--- src/rtl/core/shamh_pkg.sv ---
`default_nettype none
package shamh_pkg;

  typedef logic [7:0][31:0] hash_t;

  typedef enum logic [2:0] {
    ST_IDLE,
    ST_LOAD,
    ST_COMP,
    ST_FOLD,
    ST_PAD,
    ST_FILL,
    ST_OUT
  } state_t;

  typedef enum logic [1:0] {
    MODE_DATA,
    MODE_PAD,
    MODE_LAST
  } mode_t;

  typedef struct packed {
    logic        byte_we;
    logic [5:0]  byte_idx;
    logic [7:0]  byte_data;
    logic        len_we;
    logic [63:0] len;
    logic        shift;
  } sched_ctrl_t;

  typedef struct packed {
    logic        init;
    logic        load;
    logic        step;
    logic        fold;
    logic [31:0] k;
  } round_ctrl_t;

  localparam hash_t HASH_INIT = {
    32'h5be0cd19, 32'h1f83d9ab, 32'h9b05688c, 32'h510e527f,
    32'ha54ff53a, 32'h3c6ef372, 32'hbb67ae85, 32'h6a09e667
  };

  localparam logic [7:0] PAD_BYTE = 8'h80;
  localparam logic [5:0] LEN_POS  = 6'd56;
  localparam logic [5:0] LAST_POS = 6'd63;

  function automatic logic [31:0] round_k(input logic [5:0] idx);
    logic [31:0] k;
    unique case (idx)
      6'd0:  k = 32'h428a2f98;
      6'd1:  k = 32'h71374491;
      6'd2:  k = 32'hb5c0fbcf;
      6'd3:  k = 32'he9b5dba5;
      6'd4:  k = 32'h3956c25b;
      6'd5:  k = 32'h59f111f1;
      6'd6:  k = 32'h923f82a4;
      6'd7:  k = 32'hab1c5ed5;
      6'd8:  k = 32'hd807aa98;
      6'd9:  k = 32'h12835b01;
      6'd10: k = 32'h243185be;
      6'd11: k = 32'h550c7dc3;
      6'd12: k = 32'h72be5d74;
      6'd13: k = 32'h80deb1fe;
      6'd14: k = 32'h9bdc06a7;
      6'd15: k = 32'hc19bf174;
      6'd16: k = 32'he49b69c1;
      6'd17: k = 32'hefbe4786;
      6'd18: k = 32'h0fc19dc6;
      6'd19: k = 32'h240ca1cc;
      6'd20: k = 32'h2de92c6f;
      6'd21: k = 32'h4a7484aa;
      6'd22: k = 32'h5cb0a9dc;
      6'd23: k = 32'h76f988da;
      6'd24: k = 32'h983e5152;
      6'd25: k = 32'ha831c66d;
      6'd26: k = 32'hb00327c8;
      6'd27: k = 32'hbf597fc7;
      6'd28: k = 32'hc6e00bf3;
      6'd29: k = 32'hd5a79147;
      6'd30: k = 32'h06ca6351;
      6'd31: k = 32'h14292967;
      6'd32: k = 32'h27b70a85;
      6'd33: k = 32'h2e1b2138;
      6'd34: k = 32'h4d2c6dfc;
      6'd35: k = 32'h53380d13;
      6'd36: k = 32'h650a7354;
      6'd37: k = 32'h766a0abb;
      6'd38: k = 32'h81c2c92e;
      6'd39: k = 32'h92722c85;
      6'd40: k = 32'ha2bfe8a1;
      6'd41: k = 32'ha81a664b;
      6'd42: k = 32'hc24b8b70;
      6'd43: k = 32'hc76c51a3;
      6'd44: k = 32'hd192e819;
      6'd45: k = 32'hd6990624;
      6'd46: k = 32'hf40e3585;
      6'd47: k = 32'h106aa070;
      6'd48: k = 32'h19a4c116;
      6'd49: k = 32'h1e376c08;
      6'd50: k = 32'h2748774c;
      6'd51: k = 32'h34b0bcb5;
      6'd52: k = 32'h391c0cb3;
      6'd53: k = 32'h4ed8aa4a;
      6'd54: k = 32'h5b9cca4f;
      6'd55: k = 32'h682e6ff3;
      6'd56: k = 32'h748f82ee;
      6'd57: k = 32'h78a5636f;
      6'd58: k = 32'h84c87814;
      6'd59: k = 32'h8cc70208;
      6'd60: k = 32'h90befffa;
      6'd61: k = 32'ha4506ceb;
      6'd62: k = 32'hbef9a3f7;
      6'd63: k = 32'hc67178f2;
      default: k = 32'h0;
    endcase
    return k;
  endfunction

endpackage
`default_nettype wire

--- src/rtl/core/shamh_sched.sv ---
`default_nettype none
module shamh_sched (
  input  wire logic                   clk,
  input  wire shamh_pkg::sched_ctrl_t ctrl,
  output logic [31:0]                 w
);
  import shamh_pkg::*;

  logic [15:0][31:0] win;
  logic [31:0]       sig0;
  logic [31:0]       sig1;
  logic [31:0]       w_next;
  logic [4:0]        lane_pos;

  always_comb begin
    sig0 = {win[1][6:0], win[1][31:7]} ^ {win[1][17:0], win[1][31:18]}
         ^ (win[1] >> 3);
    sig1 = {win[14][16:0], win[14][31:17]} ^ {win[14][18:0], win[14][31:19]}
         ^ (win[14] >> 10);
    w_next = sig1 + win[9] + sig0 + win[0];
    // byte 0 of a word is its most significant byte
    lane_pos = {~ctrl.byte_idx[1:0], 3'b000};
  end

  always_ff @(posedge clk) begin
    if (ctrl.shift) begin
      for (int i = 0; i < 15; i++) begin
        win[i] <= win[i + 1];
      end
      win[15] <= w_next;
    end else if (ctrl.byte_we) begin
      win[ctrl.byte_idx[5:2]][lane_pos +: 8] <= ctrl.byte_data;
    end else if (ctrl.len_we) begin
      win[14] <= ctrl.len[63:32];
      win[15] <= ctrl.len[31:0];
    end
  end

  assign w = win[0];

endmodule
`default_nettype wire

--- src/rtl/core/shamh_round.sv ---
`default_nettype none
module shamh_round (
  input  wire logic                   clk,
  input  wire logic                   rst,
  input  wire shamh_pkg::round_ctrl_t ctrl,
  input  wire logic [31:0]            w,
  output shamh_pkg::hash_t            cv
);
  import shamh_pkg::*;

  hash_t       v;
  hash_t       v_next;
  logic [31:0] up0;
  logic [31:0] up1;
  logic [31:0] pick;
  logic [31:0] vote;
  logic [31:0] sum1;
  logic [31:0] sum2;

  always_comb begin
    up1  = {v[4][5:0], v[4][31:6]} ^ {v[4][10:0], v[4][31:11]}
         ^ {v[4][24:0], v[4][31:25]};
    pick = (v[4] & v[5]) ^ (~v[4] & v[6]);
    up0  = {v[0][1:0], v[0][31:2]} ^ {v[0][12:0], v[0][31:13]}
         ^ {v[0][21:0], v[0][31:22]};
    vote = (v[0] & v[1]) ^ (v[0] & v[2]) ^ (v[1] & v[2]);
    sum1 = v[7] + up1 + pick + ctrl.k + w;
    sum2 = up0 + vote;
    v_next[7] = v[6];
    v_next[6] = v[5];
    v_next[5] = v[4];
    v_next[4] = v[3] + sum1;
    v_next[3] = v[2];
    v_next[2] = v[1];
    v_next[1] = v[0];
    v_next[0] = sum1 + sum2;
  end

  always_ff @(posedge clk) begin
    if (ctrl.load) begin
      v <= cv;
    end else if (ctrl.step) begin
      v <= v_next;
    end
  end

  always_ff @(posedge clk) begin
    if (rst) begin
      cv <= HASH_INIT;
    end else if (ctrl.init) begin
      cv <= HASH_INIT;
    end else if (ctrl.fold) begin
      for (int i = 0; i < 8; i++) begin
        cv[i] <= cv[i] + v[i];
      end
    end
  end

endmodule
`default_nettype wire

--- src/rtl/core/sha256_message_hasher.sv ---
`default_nettype none
// channel  valid      stall      payload
// message  msg_valid  msg_stall  message_byte, byte_valid, final_item
// digest   dig_valid  dig_stall  digest_word, word_index, digest_last
//
// a byte that does not fill the block is taken without a stall
// a filled block adds a load, 64 rounds on the shared round unit, then a fold
// a final item adds padding, one or two blocks, then 8 words
// msg_stall is high after a byte that fills the block or a final item, until the block is idle again
// dig_stall holds the current digest word; reset is synchronous, active high
module sha256_message_hasher (
  input  wire logic        clk,
  input  wire logic        rst,
  input  wire logic        msg_valid,
  output logic             msg_stall,
  input  wire logic [7:0]  message_byte,
  input  wire logic        byte_valid,
  input  wire logic        final_item,
  output logic             dig_valid,
  input  wire logic        dig_stall,
  output logic [31:0]      digest_word,
  output logic [2:0]       word_index,
  output logic             digest_last
);
  import shamh_pkg::*;

  state_t      state;
  state_t      state_next;
  mode_t       mode;
  mode_t       mode_next;
  logic [5:0]  cnt;
  logic [5:0]  cnt_next;
  logic [63:0] bit_len;
  logic [63:0] bit_len_next;
  logic        pend;
  logic        pend_next;
  logic [5:0]  rnd;
  logic [5:0]  rnd_next;
  logic [2:0]  widx;
  logic [2:0]  widx_next;
  sched_ctrl_t sctl;
  round_ctrl_t rctl;
  logic [31:0] w;
  hash_t       cv;

  shamh_sched u_sched (
    .clk  (clk),
    .ctrl (sctl),
    .w    (w)
  );

  shamh_round u_round (
    .clk  (clk),
    .rst  (rst),
    .ctrl (rctl),
    .w    (w),
    .cv   (cv)
  );

  always_ff @(posedge clk) begin
    if (rst) begin
      state   <= ST_IDLE;
      mode    <= MODE_DATA;
      cnt     <= '0;
      bit_len <= '0;
      pend    <= 1'b0;
      rnd     <= '0;
      widx    <= '0;
    end else begin
      state   <= state_next;
      mode    <= mode_next;
      cnt     <= cnt_next;
      bit_len <= bit_len_next;
      pend    <= pend_next;
      rnd     <= rnd_next;
      widx    <= widx_next;
    end
  end

  always_comb begin
    state_next     = state;
    mode_next      = mode;
    cnt_next       = cnt;
    bit_len_next   = bit_len;
    pend_next      = pend;
    rnd_next       = rnd;
    widx_next      = widx;
    sctl           = '0;
    sctl.byte_idx  = cnt;
    sctl.byte_data = message_byte;
    sctl.len       = bit_len;
    rctl           = '0;
    rctl.k         = round_k(rnd);
    unique case (state)
      ST_IDLE: begin
        if (msg_valid) begin
          if (byte_valid) begin
            sctl.byte_we = 1'b1;
            cnt_next     = cnt + 6'd1;
            bit_len_next = bit_len + 64'd8;
            if (cnt == LAST_POS) begin
              state_next = ST_LOAD;
              mode_next  = MODE_DATA;
              pend_next  = final_item;
            end else if (final_item) begin
              state_next = ST_PAD;
            end
          end else if (final_item) begin
            state_next = ST_PAD;
          end
        end
      end
      ST_LOAD: begin
        rctl.load  = 1'b1;
        rnd_next   = '0;
        state_next = ST_COMP;
      end
      ST_COMP: begin
        rctl.step  = 1'b1;
        sctl.shift = 1'b1;
        rnd_next   = rnd + 6'd1;
        if (rnd == LAST_POS) begin
          state_next = ST_FOLD;
        end
      end
      ST_FOLD: begin
        rctl.fold = 1'b1;
        unique case (mode)
          MODE_DATA: state_next = pend ? ST_PAD : ST_IDLE;
          MODE_PAD:  state_next = ST_FILL;
          MODE_LAST: state_next = ST_OUT;
          default:   state_next = ST_IDLE;
        endcase
      end
      ST_PAD: begin
        sctl.byte_we   = 1'b1;
        sctl.byte_data = PAD_BYTE;
        cnt_next       = cnt + 6'd1;
        if (cnt == LAST_POS) begin
          state_next = ST_LOAD;
          mode_next  = MODE_PAD;
        end else begin
          state_next = ST_FILL;
        end
      end
      ST_FILL: begin
        if (cnt == LEN_POS) begin
          sctl.len_we = 1'b1;
          state_next  = ST_LOAD;
          mode_next   = MODE_LAST;
        end else begin
          sctl.byte_we   = 1'b1;
          sctl.byte_data = '0;
          cnt_next       = cnt + 6'd1;
          if (cnt == LAST_POS) begin
            state_next = ST_LOAD;
            mode_next  = MODE_PAD;
          end
        end
      end
      ST_OUT: begin
        if (!dig_stall) begin
          widx_next = widx + 3'd1;
          if (widx == 3'd7) begin
            rctl.init    = 1'b1;
            cnt_next     = '0;
            bit_len_next = '0;
            pend_next    = 1'b0;
            state_next   = ST_IDLE;
          end
        end
      end
      default: state_next = ST_IDLE;
    endcase
  end

  assign msg_stall   = (state != ST_IDLE);
  assign dig_valid   = (state == ST_OUT);
  assign digest_word = cv[widx];
  assign word_index  = widx;
  assign digest_last = (widx == 3'd7);

  a_no_overlap: assert property (@(posedge clk) disable iff (rst)
    !(msg_valid && !msg_stall && dig_valid))
    else $error("message word accepted while digest pending");

  a_restart: assert property (@(posedge clk) disable iff (rst)
    (dig_valid && !dig_stall && digest_last) |=>
      (cnt == 6'd0 && bit_len == 64'd0 && cv == HASH_INIT))
    else $error("hasher not restarted after digest");

  a_word_seq: assert property (@(posedge clk) disable iff (rst)
    (dig_valid && !dig_stall && !digest_last) |=>
      (dig_valid && word_index == $past(word_index) + 3'd1))
    else $error("digest words out of sequence");

  a_rounds_end: assert property (@(posedge clk) disable iff (rst)
    (state == ST_COMP && rnd == LAST_POS) |=> (state == ST_FOLD))
    else $error("compression did not end after last round");

endmodule
`default_nettype wire
--- config.mk ---
export PLATFORM = sky130hd
export DESIGN_NAME = sha256_message_hasher
export DESIGN_NICKNAME = d
export VERILOG_FILES = /design/src/rtl/core/shamh_pkg.sv /design/src/rtl/core/shamh_sched.sv /design/src/rtl/core/shamh_round.sv /design/src/rtl/core/sha256_message_hasher.sv
export SDC_FILE = /design/constraint.sdc
export NUM_CORES = 2
export LEC_CHECK = 0
export ABC_AREA = 1
export ABC_CLOCK_PERIOD_IN_PS = 12600
export BUFFER_PORTS_ARGS = -buffer_cell sky130_fd_sc_hd__buf_2
export CAP_MARGIN = 20
export CORE_MARGIN = 5
export CORE_UTILIZATION = 45
export DETAILED_ROUTE_END_ITERATION = 10
export GPL_TIMING_DRIVEN = 0
export MAX_ROUTING_LAYER = met4
export SYNTH_ARGS = -nofsm -noshare
export SYNTH_HDL_FRONTEND = slang
export SYNTH_SLANG_ARGS = --single-unit
--- constraint.sdc ---
create_clock -name clk -period 12.6 [get_ports clk]
set_input_delay 0.63 -clock clk [delete_from_list [all_inputs] [get_ports clk]]
set_output_delay 0.63 -clock clk [all_outputs]
set_load 0.005 [all_outputs]
==> parameters.txt <==
Parameter                              Value

Status
  Run status ... completed

Setup path
  Arr. time, crit path ... 8.82 ns
  Endpoint of the most critical setup path ... u_round.v[21]
  Worst r2r src ... u_round.v[139]
  Launching element of the worst setup path ... u_round.v[139]
  Max Fanout on Critical Path ... 5
  Worst Path Class, Setup ... register to register
  Length in cells of the worst reg-to-reg path ... 27
  Worst reg2reg setup slack ... 4.28 ns
  Worst EP required ... 13.11 ns
  Critical Path Source Type ... register
  CP endpoint kind ... register
  Worst r2r dst ... u_round.v[21]

Timing
  Share of the clock period used by the worst path ... 66.0%
  Worst Max-Slew Pin Slew ... 1.32 ns
  Hold violation total from the final report ... 0
  Final min period ... 8.32 ns
  RSZ-0062 raised after global routing ... no
  Max Clock Freq ... 0.120 GHz
  Worst relative slew slack ... 12.2%
  # setup viols final ... 0
  Aggregate negative setup slack ... 0 ns
  Worst clock skew ... 0.0458 ns
  Final number of max-transition violations ... 0

Synth
  Post-Synthesis Cell Area ... 81,600 um2
  Proportion of synthesized chip area in sequential cells ... 37.3%
  EDFF count, synth ... 768
  Post-synth top area share ... 28.2%
  Register bit count reported by yosys ... 1,138
  Cells taking the most area after synthesis ... sky130_fd_sc_hd__edfxtp_1, sky130_fd_sc_hd__nand2_1, sky130_fd_sc_hd__dfxtp_1, sky130_fd_sc_hd__o21ai_0, sky130_fd_sc_hd__ha_1
  Post-Syn Area per Cell ... 7.58 um2
  Unique masters post-synth ... 59
  Yosys synthesis warning count ... 0
  Post-Syn Nets ... 11,400
  Proportion of register bits with asynchronous set or reset after synthesis ... 0%
  Cell taking the most area after synthesis ... sky130_fd_sc_hd__edfxtp_1
  Number of instances in the synthesized netlist ... 10,800
  Most instantiated flip-flop cell in the synthesis netlist ... sky130_fd_sc_hd__edfxtp_1

Finish
  Flip-flop and latch area ... 30,500 um2
  Post-synthesis to final-layout area growth ... 10.6%
  Share of post-route cells with drive strength above 1 ... 3.96%
  Multi-input gate area in the final layout ... 44,700 um2
  Number of filler instances in the final layout ... 18,000
  Layout net count ... 11,600

Routing
  DRC marker count from the first detailed-route iteration ... 13,100
  # DRC ... 0
  Routed wirelength normalized by instance count ... 31.7 um
  Number of iterations in the first detailed-routing pass ... 9
  Sum of routed wire length over all layers ... 429,000 um
  Via count ... 84,600
  Via-per-instance ratio ... 6.26
  DRT antenna net count ... 0

Place
  Gpl congestion ... 1.20
  Detail Placement HPWL ... 349,000 um
  Port Buf Inserts ... 51

Clock network
  Clock buffer count from CTS ... 137
  Clock transition time at the flip-flop clock pins of the worst setup and hold paths ... 0.07 ns
  Buffer count from post-CTS setup fixing ... 0
  Max Root-Sink Buffers ... 3
  Number of sinks handled by clock tree synthesis ... 1,138
  TritonCTS clock tree ... built
  Clock root buffer ... sky130_fd_sc_hd__clkbuf_16
  Deepest level of the CTS H-tree ... 4
  Insertion delay to the later sink of the worst-skew pair ... 0.83 ns
  CTS-repair resized insts ... 0
  Number of hold buffers added after CTS ... 0

Global routing
  Global-route wire length before repair ... 584,000 um
  Vias in the first global route ... 77,100
  Residual overflow from global routing ... 0
  Maximum number of pins on one net before global-route repair ... 112
  GRT Overall Usage ... 44.6%
  Number of antenna violations at the first check in global routing ... 30

Die
  Effective utilization at floorplan ... 45.2%
  Die width ... 436 um
  Die outline area ... 190,000 um2
  Num rows ... 156
  Ports ... 52
  Vertical die dimension ... 436 um
  Area of the core ... 181,000 um2

Min path
  Hold Crit Depth ... 3
  Type of the worst min-delay path ... input pin to register

Job
  Max Cap Viol ... 0
-- flip-flops by register name (all words and copies together), names as in the netlist --
name / count
rnd: 6
word_index: 3
u_sched.win: 480
bit_len: 61
u_round.cv: 256
rctl: 32
state: 3
pend: 1
mode: 2
cnt: 6
u_round.v: 256
u_sched.w: 32
-- logic make-up after synthesis --
logic type	synth area share, %
multiplexers	0.285
flip-flops	37.3
AND/OR/NAND/NOR	21.3
AO/OA/AOI/OAI	18.0
adder cells (fa/ha/maj)	11.0
XOR/XNOR	4.18
buffers and inverters	7.96
-- cell usage in the layout, fill, tap and decap left out, types with 109 or more instances in the layout --
| cell | count |
|---|---|
| sky130_fd_sc_hd__a21oi_1 | 892 |
| sky130_fd_sc_hd__nor2_1 | 736 |
| sky130_fd_sc_hd__edfxtp_1 | 768 |
| sky130_fd_sc_hd__xor2_1 | 218 |
| sky130_fd_sc_hd__xnor2_1 | 172 |
| sky130_fd_sc_hd__clkbuf_16 | 137 |
| sky130_fd_sc_hd__nand2_1 | 2638 |
| sky130_fd_sc_hd__nand3_1 | 490 |
| sky130_fd_sc_hd__nand4_1 | 131 |
| sky130_fd_sc_hd__inv_1 | 1277 |
| sky130_fd_sc_hd__ha_1 | 404 |
| sky130_fd_sc_hd__dfxtp_1 | 370 |
| sky130_fd_sc_hd__nor3_1 | 109 |
| sky130_fd_sc_hd__fa_1 | 195 |
| sky130_fd_sc_hd__clkbuf_1 | 374 |
| sky130_fd_sc_hd__o21ai_0 | 1264 |
-- cell usage after synthesis (7+ instances only) --
| library cell | n |
|---|---|
| sky130_fd_sc_hd__o21ai_0 | 1264 |
| sky130_fd_sc_hd__inv_2 | 11 |
| sky130_fd_sc_hd__nand3b_1 | 26 |
| sky130_fd_sc_hd__nor3_1 | 109 |
| sky130_fd_sc_hd__dfxtp_1 | 370 |
| sky130_fd_sc_hd__a21oi_1 | 892 |
| sky130_fd_sc_hd__inv_1 | 1277 |
| sky130_fd_sc_hd__clkinv_1 | 7 |
| sky130_fd_sc_hd__nand3_1 | 490 |
| sky130_fd_sc_hd__xnor2_1 | 172 |
| sky130_fd_sc_hd__fa_1 | 195 |
| sky130_fd_sc_hd__buf_1 | 29 |
| sky130_fd_sc_hd__nand4_1 | 131 |
| sky130_fd_sc_hd__a31o_2 | 10 |
| sky130_fd_sc_hd__o211ai_1 | 108 |
| sky130_fd_sc_hd__nand2_1 | 2638 |
| sky130_fd_sc_hd__edfxtp_1 | 768 |
| sky130_fd_sc_hd__mux2i_1 | 21 |
| sky130_fd_sc_hd__nor2_1 | 736 |
| sky130_fd_sc_hd__a22oi_1 | 11 |
| sky130_fd_sc_hd__or2_2 | 34 |
| sky130_fd_sc_hd__o22ai_1 | 11 |
| sky130_fd_sc_hd__a31oi_1 | 62 |
| sky130_fd_sc_hd__o21bai_1 | 86 |
| sky130_fd_sc_hd__o221ai_1 | 45 |
| sky130_fd_sc_hd__ha_1 | 404 |
| sky130_fd_sc_hd__o21a_1 | 45 |
| sky130_fd_sc_hd__o21ai_1 | 10 |
| sky130_fd_sc_hd__clkbuf_1 | 357 |
| sky130_fd_sc_hd__a21boi_0 | 25 |
| sky130_fd_sc_hd__xor2_1 | 218 |
| sky130_fd_sc_hd__a221oi_1 | 10 |
| sky130_fd_sc_hd__a21o_1 | 65 |
| sky130_fd_sc_hd__a211oi_1 | 11 |
| sky130_fd_sc_hd__buf_2 | 28 |
| sky130_fd_sc_hd__nand2_2 | 7 |
| sky130_fd_sc_hd__and3_1 | 7 |
| sky130_fd_sc_hd__nor2_2 | 13 |
| sky130_fd_sc_hd__nor4_1 | 28 |
-- worst min-delay path by stage --
stage,slack [ns],start,to
after CTS,0.15,msg_valid,bit_len[3]
final,0.18,msg_valid,bit_len[3]
after global routing,0.18,msg_valid,bit_len[3]
after detailed placement,0.48,bit_len[44],bit_len[44]
after global placement,0.47,u_round.cv[160],u_round.cv[160]
after floorplan,0.46,bit_len[22],bit_len[22]
-- layout make-up --
class / instances / share of cell area, %
Tap cell: 2370 / 3.28
Inverter: 1295 / 5.38
Antenna cell: 30 / 0.0831
Clock buffer: 173 / 4.05
Multi-Input combinational cell: 7923 / 49.5
Timing Repair Buffer: 91 / 1.01
Clock inverter: 80 / 1.12
Buffer: 420 / 1.83
Sequential cell: 1138 / 33.7
-- critical path, cell delays in order (launching register included) --
cell                       delay, ns
sky130_fd_sc_hd__edfxtp_1       0.50
sky130_fd_sc_hd__clkbuf_1       0.54
sky130_fd_sc_hd__mux2i_1        0.26
sky130_fd_sc_hd__fa_1           0.52
sky130_fd_sc_hd__inv_1          0.05
sky130_fd_sc_hd__fa_1           0.52
sky130_fd_sc_hd__inv_1          0.08
sky130_fd_sc_hd__fa_1           0.48
sky130_fd_sc_hd__inv_1          0.05
sky130_fd_sc_hd__ha_1           0.35
sky130_fd_sc_hd__a21oi_1        0.46
sky130_fd_sc_hd__o21ai_0        0.16
sky130_fd_sc_hd__a21oi_1        0.55
sky130_fd_sc_hd__o21ai_0        0.28
sky130_fd_sc_hd__nand2_1        0.21
sky130_fd_sc_hd__nand2_1        0.08
sky130_fd_sc_hd__xnor2_1        0.58
sky130_fd_sc_hd__fa_1           0.53
sky130_fd_sc_hd__inv_1          0.06
sky130_fd_sc_hd__ha_1           0.27
sky130_fd_sc_hd__a21oi_1        0.29
sky130_fd_sc_hd__o21a_1         0.21
sky130_fd_sc_hd__o21ai_0        0.16
sky130_fd_sc_hd__a21oi_1        0.15
sky130_fd_sc_hd__nand2_1        0.08
sky130_fd_sc_hd__or2_2          0.27
sky130_fd_sc_hd__nand3_1        0.13
sky130_fd_sc_hd__o21ai_0        0.14
-- per-layer routing --
layer	up-vias	track usage, %	share of wire [%]
li1	36800	-	-
met1	40200	54.6	37
met2	6238	62.0	40
met3	1460	16.9	14
met4	0	27.2	8.2
met5	-	-	0
-- stage by stage --
| stage | setup WS (ns) | util [%] | cell area, um2 | std cells | hold WS, ns |
|---|---|---|---|---|---|
| 3_3_place_gp | 3.18 | 47.0 | 84900 | 13200 | 0.466 |
| 3_5_place_dp | 4.64 | 47.3 | 85400 | 13200 | 0.477 |
| 4_1_cts | 4.62 | 49.9 | 90100 | 13500 | 0.149 |
| 2_1_floorplan | 6.70 | - | 81600 | 10800 | 0.455 |
| 5_1_grt | 4.27 | 50.0 | 90300 | 13500 | 0.182 |
| 6_report | 4.28 | 50.0 | 90300 | 13500 | 0.180 |
Power is not shown: default switching activity piles up to over one toggle a cycle in this logic, so the estimate is an artifact.
